`src/hw/rtl/cpr_frame_deframe_decode_assert.svh`:
```
// Assertion macros for the frame deframer and decoder.
`ifndef CPR_FRAME_DEFRAME_DECODE_ASSERT_SVH
`define CPR_FRAME_DEFRAME_DECODE_ASSERT_SVH
`ifndef SYNTHESIS
`define CFD_ASSERT(lbl, clk, rst_n, prop, msg) \
	lbl: assert property (@(posedge clk) disable iff (!rst_n) prop) else $error(msg);
`define CFD_ASSERT_ALWAYS(lbl, clk, prop, msg) \
	lbl: assert property (@(posedge clk) prop) else $error(msg);
`else
`define CFD_ASSERT(lbl, clk, rst_n, prop, msg)
`define CFD_ASSERT_ALWAYS(lbl, clk, prop, msg)
`endif
`endif

```
`src/hw/rtl/cfd_pkg.sv`:
```
// Package: frame codes, record kinds, sequencer states and the record decoder.
`timescale 1ns / 1ps
package cfd_pkg;

	localparam logic [7:0] HEAD_BYTE  = 8'hFF;
	localparam logic [7:0] END_BYTE   = 8'hFC;
	localparam logic [7:0] T_PHASE    = 8'h91;
	localparam logic [7:0] T_SIX      = 8'h00;
	localparam logic [7:0] T_DEPTH    = 8'h2A;
	localparam logic [7:0] T_PRATE    = 8'h2B;
	localparam logic [7:0] T_VOLUME   = 8'h4A;
	localparam logic [7:0] T_BRATE    = 8'h4B;
	localparam logic [7:0] T_PSAMPLE  = 8'h21;
	localparam logic [7:0] T_BSAMPLE  = 8'h41;
	localparam logic [7:0] PRESS_MARK = 8'h1A;
	localparam logic [7:0] SIX_MASK   = 8'h3F;
	localparam logic [7:0] REL_MASK   = 8'h10;

	localparam logic [2:0] QUEUE_DEPTH = 3'd7;
	localparam logic [2:0] MIN_FRAME   = 3'd4;
	localparam logic [2:0] LEN_NONE    = 3'd0;
	localparam logic [2:0] LEN_4       = 3'd4;
	localparam logic [2:0] LEN_5       = 3'd5;
	localparam logic [2:0] LEN_6       = 3'd6;
	localparam logic [2:0] LEN_7       = 3'd7;

	localparam logic [3:0] K_OTHER   = 4'd0;
	localparam logic [3:0] K_PPHASE  = 4'd1;
	localparam logic [3:0] K_BPHASE  = 4'd2;
	localparam logic [3:0] K_DEPTH   = 4'd3;
	localparam logic [3:0] K_VOLUME  = 4'd4;
	localparam logic [3:0] K_PRATE   = 4'd5;
	localparam logic [3:0] K_BRATE   = 4'd6;
	localparam logic [3:0] K_PSAMPLE = 4'd7;
	localparam logic [3:0] K_BSAMPLE = 4'd8;

	typedef enum logic [1:0] {
		ST_IDLE = 2'b01,
		ST_SCAN = 2'b10
	} state_t;

	typedef struct packed {
		logic [3:0]  kind;
		logic [2:0]  len;
		logic [7:0]  ftype;
		logic        active;
		logic [7:0]  depth;
		logic        rel_err;
		logic [3:0]  hand;
		logic [5:0]  volume;
		logic        stomach;
		logic [10:0] rate;
		logic [7:0]  resp;
		logic [15:0] ts;
	} rec_t;

	function automatic logic [2:0] type_len(input logic [7:0] t);
		logic [2:0] l;
		l = LEN_NONE;
		if (t == T_PHASE) l = LEN_5;
		else if (t == T_SIX) l = LEN_6;
		else if (t == T_DEPTH || t == T_PRATE || t == T_VOLUME || t == T_BRATE) l = LEN_7;
		return l;
	endfunction

	function automatic logic [7:0] bcd2(input logic [7:0] b);
		logic [7:0] hi10;
		hi10 = {4'd0, b[7:4]} * 8'd10;
		return hi10 + {4'd0, b[3:0]};
	endfunction

	function automatic rec_t decode(input logic [7:0] t, input logic [7:0] b2,
			input logic [7:0] b3, input logic [7:0] b4, input logic [7:0] b5,
			input logic [2:0] len);
		rec_t r;
		logic [15:0] ts;
		logic [10:0] hund;
		r = '0;
		ts = (len == LEN_7) ? {b5, b4} : 16'd0;
		hund = {7'd0, b2[3:0]} * 11'd100;
		r.len = len;
		r.ftype = t;
		if (t == T_PHASE && len == LEN_5) begin
			r.kind = (b2 == PRESS_MARK) ? K_PPHASE : K_BPHASE;
			r.active = (b3 != 8'd0);
		end else if (t == T_DEPTH && len == LEN_7) begin
			r.kind = K_DEPTH;
			r.depth = b2;
			r.rel_err = |(b3 & REL_MASK);
			r.hand = b3[3:0];
			r.ts = ts;
		end else if (t == T_VOLUME && len == LEN_7) begin
			r.kind = K_VOLUME;
			r.volume = b2[5:0];
			r.stomach = b3[7];
			r.ts = ts;
		end else if (t == T_PRATE && len == LEN_7) begin
			r.kind = K_PRATE;
			r.rate = hund + {3'd0, bcd2(b3)};
			r.ts = ts;
		end else if (t == T_BRATE && len == LEN_7) begin
			r.kind = K_BRATE;
			r.rate = {3'd0, bcd2(b2)};
			r.resp = bcd2(b3);
			r.ts = ts;
		end else if (t == T_PSAMPLE || t == T_BSAMPLE) begin
			r.kind = (t == T_PSAMPLE) ? K_PSAMPLE : K_BSAMPLE;
			r.depth = b2 & SIX_MASK;
			r.ts = {15'd0, b2[6]};
		end
		return r;
	endfunction

endpackage

```
`src/hw/rtl/cpr_frame_deframe_decode.sv`:
```
// Top level: byte queue, frame scan sequencer and decoded record output register.
`timescale 1ns / 1ps
`include "cpr_frame_deframe_decode_assert.svh"
//
// Channel   Direction  Handshake             Payload
// input     in         in_valid / in_stall   rx_byte (one serial byte per word)
// output    out        out_valid / out_stall record_kind .. timestamp_or_rising
//
// A byte is taken only while the sequencer idles; it is appended to the
// seven-entry queue and the scan runs one queue check per cycle on the shared
// compare unit: drop a head byte, wait for more bytes, or emit a record.
// Each accepted byte starts a scan of head drops that ends in a wait or an emit.
// An emit waits while the output register still holds an untaken record.
// Reset empties the queue count and the output; queue contents stay undefined.
module cpr_frame_deframe_decode (
	input  logic        clk,
	input  logic        arst_n,
	input  logic        in_valid,
	output logic        in_stall,
	input  logic [7:0]  rx_byte,
	output logic        out_valid,
	input  logic        out_stall,
	output logic [3:0]  record_kind,
	output logic [2:0]  frame_length,
	output logic [7:0]  frame_type,
	output logic        phase_active,
	output logic [7:0]  depth_value,
	output logic        release_error,
	output logic [3:0]  hand_position,
	output logic [5:0]  breath_volume,
	output logic        stomach_flag,
	output logic [10:0] rate_value,
	output logic [7:0]  resp_time,
	output logic [15:0] timestamp_or_rising
);
	import cfd_pkg::*;

	state_t      state_q;
	logic [7:0]  pb_q [7];
	logic [2:0]  cnt_q;
	logic        ov_q;
	rec_t        rec_q;

	logic        in_acc;
	logic        out_free;
	logic [2:0]  tlen;
	logic [7:0]  end_b;
	logic        act_idle;
	logic        act_drop;
	logic        act_emit;
	logic        emit_go;
	logic [2:0]  emit_len;
	rec_t        rec_d;

	assign in_stall = (state_q != ST_IDLE);
	assign in_acc   = in_valid && !in_stall;
	assign out_free = !(ov_q && out_stall);

	// Shared compare unit: one decision on the queue head per cycle.
	always_comb begin
		tlen = type_len(pb_q[1]);
		case (tlen)
			LEN_5:   end_b = pb_q[4];
			LEN_6:   end_b = pb_q[5];
			LEN_7:   end_b = pb_q[6];
			default: end_b = pb_q[3];
		endcase
		act_idle = 1'b0;
		act_drop = 1'b0;
		act_emit = 1'b0;
		emit_len = LEN_4;
		if (cnt_q < MIN_FRAME) begin
			act_idle = 1'b1;
		end else if (pb_q[0] != HEAD_BYTE) begin
			act_drop = 1'b1;
		end else if (pb_q[3] == END_BYTE) begin
			act_emit = 1'b1;
		end else if (tlen == LEN_NONE) begin
			act_drop = 1'b1;
		end else if (cnt_q < tlen) begin
			act_idle = 1'b1;
		end else if (end_b != END_BYTE) begin
			act_drop = 1'b1;
		end else begin
			act_emit = 1'b1;
			emit_len = tlen;
		end
	end

	assign rec_d = decode(pb_q[1], pb_q[2], pb_q[3], pb_q[4], pb_q[5], emit_len);

	// A record leaves the scan into the output register this cycle.
	assign emit_go = (state_q == ST_SCAN) && !act_idle && !act_drop && act_emit && out_free;

	// Sequencer, queue count and output valid flag.
	always_ff @(posedge clk or negedge arst_n) begin
		if (!arst_n) begin
			state_q <= ST_IDLE;
			cnt_q   <= 3'd0;
			ov_q    <= 1'b0;
		end else begin
			if (emit_go) ov_q <= 1'b1;
			else if (ov_q && !out_stall) ov_q <= 1'b0;
			case (state_q)
				ST_IDLE: begin
					if (in_acc) begin
						cnt_q   <= cnt_q + 3'd1;
						state_q <= ST_SCAN;
					end
				end
				ST_SCAN: begin
					if (act_idle) begin
						state_q <= ST_IDLE;
					end else if (act_drop) begin
						cnt_q <= cnt_q - 3'd1;
					end else if (act_emit && out_free) begin
						cnt_q   <= cnt_q - emit_len;
						state_q <= ST_IDLE;
					end
				end
				default: state_q <= ST_IDLE;
			endcase
		end
	end

	// Queue storage and output payload; append, drop one, or drop a frame.
	always_ff @(posedge clk) begin
		if (in_acc) begin
			pb_q[cnt_q] <= rx_byte;
		end
		if (state_q == ST_SCAN) begin
			if (act_drop) begin
				for (int i = 0; i < 6; i++) pb_q[i] <= pb_q[i + 1];
			end else if (act_emit && out_free) begin
				rec_q <= rec_d;
				case (emit_len)
					LEN_4:   for (int i = 0; i < 3; i++) pb_q[i] <= pb_q[i + 4];
					LEN_5:   for (int i = 0; i < 2; i++) pb_q[i] <= pb_q[i + 5];
					LEN_6:   pb_q[0] <= pb_q[6];
					default: ;
				endcase
			end
		end
	end

	assign out_valid           = ov_q;
	assign record_kind         = rec_q.kind;
	assign frame_length        = rec_q.len;
	assign frame_type          = rec_q.ftype;
	assign phase_active        = rec_q.active;
	assign depth_value         = rec_q.depth;
	assign release_error       = rec_q.rel_err;
	assign hand_position       = rec_q.hand;
	assign breath_volume       = rec_q.volume;
	assign stomach_flag        = rec_q.stomach;
	assign rate_value          = rec_q.rate;
	assign resp_time           = rec_q.resp;
	assign timestamp_or_rising = rec_q.ts;

	`CFD_ASSERT(a_idle_room, clk, arst_n, (state_q == ST_IDLE) |-> (cnt_q < QUEUE_DEPTH), "queue full while idle")
	`CFD_ASSERT(a_acc_scan, clk, arst_n, in_acc |=> (state_q == ST_SCAN), "accepted word did not start a scan")
	`CFD_ASSERT(a_emit_src, clk, arst_n, $rose(ov_q) |-> $past(state_q == ST_SCAN), "record appeared outside a scan")
	`CFD_ASSERT(a_emit_len, clk, arst_n, $rose(ov_q) |-> (rec_q.len >= MIN_FRAME), "record with short frame length")
	`CFD_ASSERT_ALWAYS(a_rst_idle, clk, !arst_n |=> (state_q == ST_IDLE && !ov_q), "reset not idle")

endmodule
```
`config.mk`:
```
export PLATFORM = sky130hd
export DESIGN_NAME = cpr_frame_deframe_decode
export DESIGN_NICKNAME = d
export VERILOG_FILES = /design/src/hw/rtl/cfd_pkg.sv /design/src/hw/rtl/cpr_frame_deframe_decode.sv
export VERILOG_INCLUDE_DIRS = /design/src /design/src/hw/rtl
export SDC_FILE = /design/constraint.sdc
export NUM_CORES = 1
export LEC_CHECK = 0
export BUFFER_PORTS_ARGS = -buffer_cell sky130_fd_sc_hd__buf_4
export CAP_MARGIN = 20
export CORE_MARGIN = 2
export CORE_UTILIZATION = 65
export CTS_BUF_LIST = sky130_fd_sc_hd__clkbuf_2
export DETAILED_ROUTE_END_ITERATION = 7
export PLACE_DENSITY = 0.87
export SYNTH_ARGS = -nofsm -noshare
export SYNTH_HDL_FRONTEND = slang
export SYNTH_SLANG_ARGS = --single-unit
```
`constraint.sdc`:
```
create_clock -name clk -period 10.7 [get_ports clk]
set_input_delay 0.535 -clock clk [delete_from_list [all_inputs] [get_ports clk]]
set_output_delay 0.535 -clock clk [all_outputs]
set_load 0.005 [all_outputs]
```
* Yosys cells after proc, flatten, opt, wreduce, memory -nomap -nowiden
Memories as Yosys holds them, arrays and structs flattened.
Cells that the tools add are included.
** Cells by class
- Shift-type cells :: 0
- Multiply operators :: 3
- Equal/unequal tests :: 26
- Divide/modulo/power cells :: 0
- Multiplexer cells :: 89
- Bitwise gates (word level) :: 10
- Add/subtract/negate cells :: 6
- Reduce and logical (&&, ||, !) cells :: 35
- Magnitude comparators :: 2
** Operators by type and width (count)
- $mux W16 :: 6
- $mux W8 :: 8
- $mux W3 :: 14
- $mux W1 :: 41
- $mux W4 :: 7
- $eq A8 B6 Y1 const B :: 3
- $eq A8 B7 Y1 const B :: 3
- $mux W6 :: 4
- $pmux W8 S3 :: 1
- $eq A3 B3 Y1 const B :: 7
- $add A8 B4 Y8 :: 2
- $eq A8 B8 Y1 const B :: 2
- $ne A8 B8 Y1 const B :: 2
- $mul A4 B3 Y7 const B :: 2
- $logic_and A1 B1 Y1 :: 13
- $add A11 B8 Y11 :: 1
- $mux W11 :: 1
- $mux W2 :: 5
- $mul A4 B5 Y9 const B :: 1
- $eq A8 B5 Y1 const B :: 1
- $logic_not A8 Y1 :: 1
- $reduce_bool A8 Y1 :: 1
- $reduce_or A8 Y1 :: 1
- $ne A3 B2 Y1 const B :: 2
- 23 further kinds :: 42
** Storage, ports and cells
- Bits of input ports :: 12
- Output and inout bits :: 73
- Memory bits (read-only) :: 0
- Memories :: 1
- Logic and storage cells :: 187
- Latch bits :: 0
- Bits in registers :: 77
- Memory bits (writable) :: 56
** Memory list
- pb_q :: words 7, width 8, read ports 7, clocked after Yosys merged registers in 0, wr ports 6, RTL line cpr_frame_deframe_decode.sv:39 : logic [7:0] pb_q [7];

* Logic depth before layout (Yosys ltp)
An unclocked memory read counts as a cell.
- Depth after elaboration :: 28
- Gate-level depth with buffers :: 18

* Worst setup path before layout
Ideal clock, no wire load.
- Path kind :: register to register
- Start point :: memory pb_q[1][4]
- End point :: register rec_q, in the netlist breath_volume[0], enable pin
- Setup time :: 0.425 ns
- Clock period less this slack :: 4.303 ns
- Cell stages (with the launch flop) :: 12
- Data arrival time :: 3.878 ns
- Path buffers :: 1
- Setup slack :: 6.397 ns
- Cell sequence :: edfxtp_1 -> buf_2 -> nor3_1 -> o211ai_1 -> nand2_1 -> inv_1 -> ha_1 -> nand2_1 -> o31ai_1 -> a31o_2 -> nand2_1 -> inv_1
** RTL lines
- from (decl) :: RTL line cpr_frame_deframe_decode.sv:39
- to (signal assigned) :: RTL line cpr_frame_deframe_decode.sv:135 : rec_q <= rec_d;
- to (decl) :: RTL line cpr_frame_deframe_decode.sv:42 : rec_t rec_q;

==> results.toml <==
[status]
status = "finished clean"

[route]
drtIter0Drc = 824
drc = 0
wl_per_cell_um = 24.0
via_per_inst = 6.60
ant_nets = 0
first_pass_iters = 7
wl_mm = 22.1
num_vias = 6082

[sta]
final_hold_viol_count = 0
tns_ps = 0
min_period_ps = 4960
fin_hold_ws_ps = 108
maxSlewViolCount = 0
fmax_mhz = 202
tightest_slew_ps = 1210
setup_viol = 0
rsz0062_at_grt = "false"
fin_skew_ps = 36.4
slew_headroom = 0.187
finalCritPeriodShare = 0.463

[logic_synthesis]
netlist_instances = 667
ys_seq_elements = 133
synth.distinct_cells = 69
synth_nets = 721
yosysTopAreaCell = "edfxtp_1"
synth.most_common_cell = "edfxtp_1"
synth_ff_type = "edfxtp_1"
postSynth.asyncResetShare = 0.0451
synth_top_area_share = 0.507
synth.top_cells.by_area = "edfxtp_1 (51%), ha_1 (5.8%), and2_1 (3.7%)"
avgSynthCellArea_um2 = 11.3
synth_warnings = 0
synth_area_um2 = 7520
seq_area_frac_synth = 0.527
synth_edf_count = 127
synthTopCellsByCount = "edfxtp_1 (127), nand2_1 (73), and2_1 (44)"

[power]
ir_drop_mv = 0.160
switchingPower_mw = 0.630
combinationalPowerShare = 0.346
swShare = 0.388
p_seq_frac = 0.458
p_clk_frac = 0.197
power.density_nw_per_um2 = 188
internal-power_mw = 0.995
leakage_nw = 3.42

[worst_setup_path]
cp_top_family = "simple AND/OR/NAND/NOR gates"
cpMostUsedCell = "nand2_1"
cpPeakStageDelay_ps = 810
worst-path-max-fanout = 28
critical_path.n_buffers_inverters = 1
start_kind = "flop"
worstPathCellList = "nor3_1 -> o211ai_1 -> nand2_1 -> inv_1 -> ha_1 -> nand2_1 -> o31ai_1 -> nand4_1 -> or2_1 -> a31oi_4 -> or3_1"
critPathSlowestCell = "edfxtp_1"
cp.required_ps = 11120
end_kind = "flop"
critical_path_arrival_ps = 5370
worst-setup-path-type = "reg -> reg"

[floorplan]
row_count = 39
fp.dieW_um = 112
dieArea_um2 = 12500
ios = 85
coreArea_um2 = 11400
dieHeight_um = 112
initial_utilization = 0.662

[global_routing]
grt_util_all_layers = 0.357
grt_pass1_vias = 6046
grt_start_max_net_pins = 51
antenna_found_initial = 2
grt_remaining_overflow = 0
grt_pass1_wl_mm = 33.4

[finish]
layout.nets = 818
fillers = 739
area_growth_pct = 14.8
finalNonFillerCells = 921
drive_gt1_frac = 0.190

[place]
io_buffers = 84
dp_hpwl_mm = 16.2
gp_congestion = 0.966
placed_cells = 873

[clock_network]
post_cts_resized = 0
clk-insertion-delay-late_ps = 740
cts_tree = "done"
clk_pin_slew_worst_paths_ps = 210
cts_sinks = 133
cts_made_buffers = 17
cts_root_buffer = "clkbuf_2"
clockBufferDepth = 2
cts.htree.levels = 4

[hold_path]
hp-class = "in -> async"

[flow_run]
drv_cap = 0
-- layout by cell type, fill, tap and decap left out, drive strengths merged, types with 9 or more instances in the layout --
cell         count
edfxtp         127
buf             93
nand2           74
and2            47
a21oi           37
ha              35
nor2            31
inv             30
o21ai           28
a21o            25
clkbuf          22
xnor2           18
nor3            15
mux2i           14
o22ai           12
nand4           12
nand3           11
nor2b           10
dlygate4sd3     10
a211oi           9
a31oi            9
-- final timing paths --
| check | startpoint | end | slack, ps | cells after the start |
|---|---|---|---|---|
| worst max-delay path | pb_q[1][0] | pb_q[0][5] | 5740 | 11 |
| worst min-delay path | arst_n | cnt_q[0] | 110 | 2 |
| worst max register to register | pb_q[1][0] | pb_q[0][5] | 5740 | 11 |
| worst min register to register | state_q[0] | state_q[0] | 550 | 1 |
| max in group asynchronous | arst_n | state_q[0] | 10380 | 2 |
| min in group clk | in_valid | state_q[1] | 130 | 3 |
-- power by group through the flow --
stage / sequential (mW) / clock, mW / combinational [mW]
final: 0.744 / 0.320 / 0.562
after global routing: 0.746 / 0.336 / 0.609
after CTS: 0.738 / 0.316 / 0.546
after detailed placement: 0.750 / 0 / 0.539
after global placement: 0.746 / 0 / 0.496
after floorplan: 0.688 / 0 / 0.427
-- what timing repair did --
item / in CTS / in global routing
endpoints found under the hold margin: 15 / 0
hold buffers: 10 / 0
setup buffers: 0 / 0
-- worst register-to-register path: stages (launching register included) --
cell and delay, ps:
edfxtp_1 810, nor3_1 560, o211ai_1 220, nand2_1 200
inv_1 110, ha_1 310, nand2_1 60, o31ai_1 650
nand4_1 500, or2_1 430, a31oi_4 420, or3_1 390
-- stage by stage --
step / total power [mW] / instance area, µm² / util / setup WS, ps
floorplan: 1.12 / 7520 / - / 6400
finish: 1.63 / 8640 / 0.760 / 5740
detailed placement: 1.29 / 8260 / 0.726 / 5890
CTS: 1.60 / 8600 / 0.757 / 5820
global route: 1.69 / 8640 / 0.760 / 5400
global placement: 1.24 / 8250 / 0.725 / 5750
-- flip-flops by register name, summed over array words and instances (netlist names), 2 cells and up --
| register | flops |
|---|---|
| cnt_q | 3 |
| timestamp_or_rising | 16 |
| pb_q | 56 |
| hand_position | 4 |
| record_kind | 4 |
| state_q | 2 |
| frame_length | 3 |
| frame_type | 8 |
| resp_time | 8 |
| rate_value | 11 |
| breath_volume | 6 |
| depth_value | 8 |
-- metal layers --
metal,up-vias,share of wire,track usage
met3,104,0.10,0.0931
li1,2702,-,-
met4,2,0.059,0.206
met2,399,0.48,0.572
met1,2875,0.36,0.443
met5,-,0.00077,0
-- cell families after synthesis --
family          Yosys count  share of synthesized area
xor+xnor                 24                     0.0279
fa+ha+maj                42                     0.0768
compound gates          150                      0.135
flops                   133                      0.527
mux                      17                     0.0246
buf+inv                  52                     0.0296
simple gates            248                      0.178
other cells               1                   0.000498
-- layout make-up --
type	count	area [µm²]	share of cell area
tap	143	179	0.0207
clock buffer	20	100	0.0116
inverter	25	93.8	0.0109
timing repair buffer	105	812	0.0940
antenna	1	2.50	0.000290
clock inverter	12	144	0.0167
multi-input combinational	482	3340	0.387
sequential	133	3970	0.459
Power figures use the tool's default switching activity.
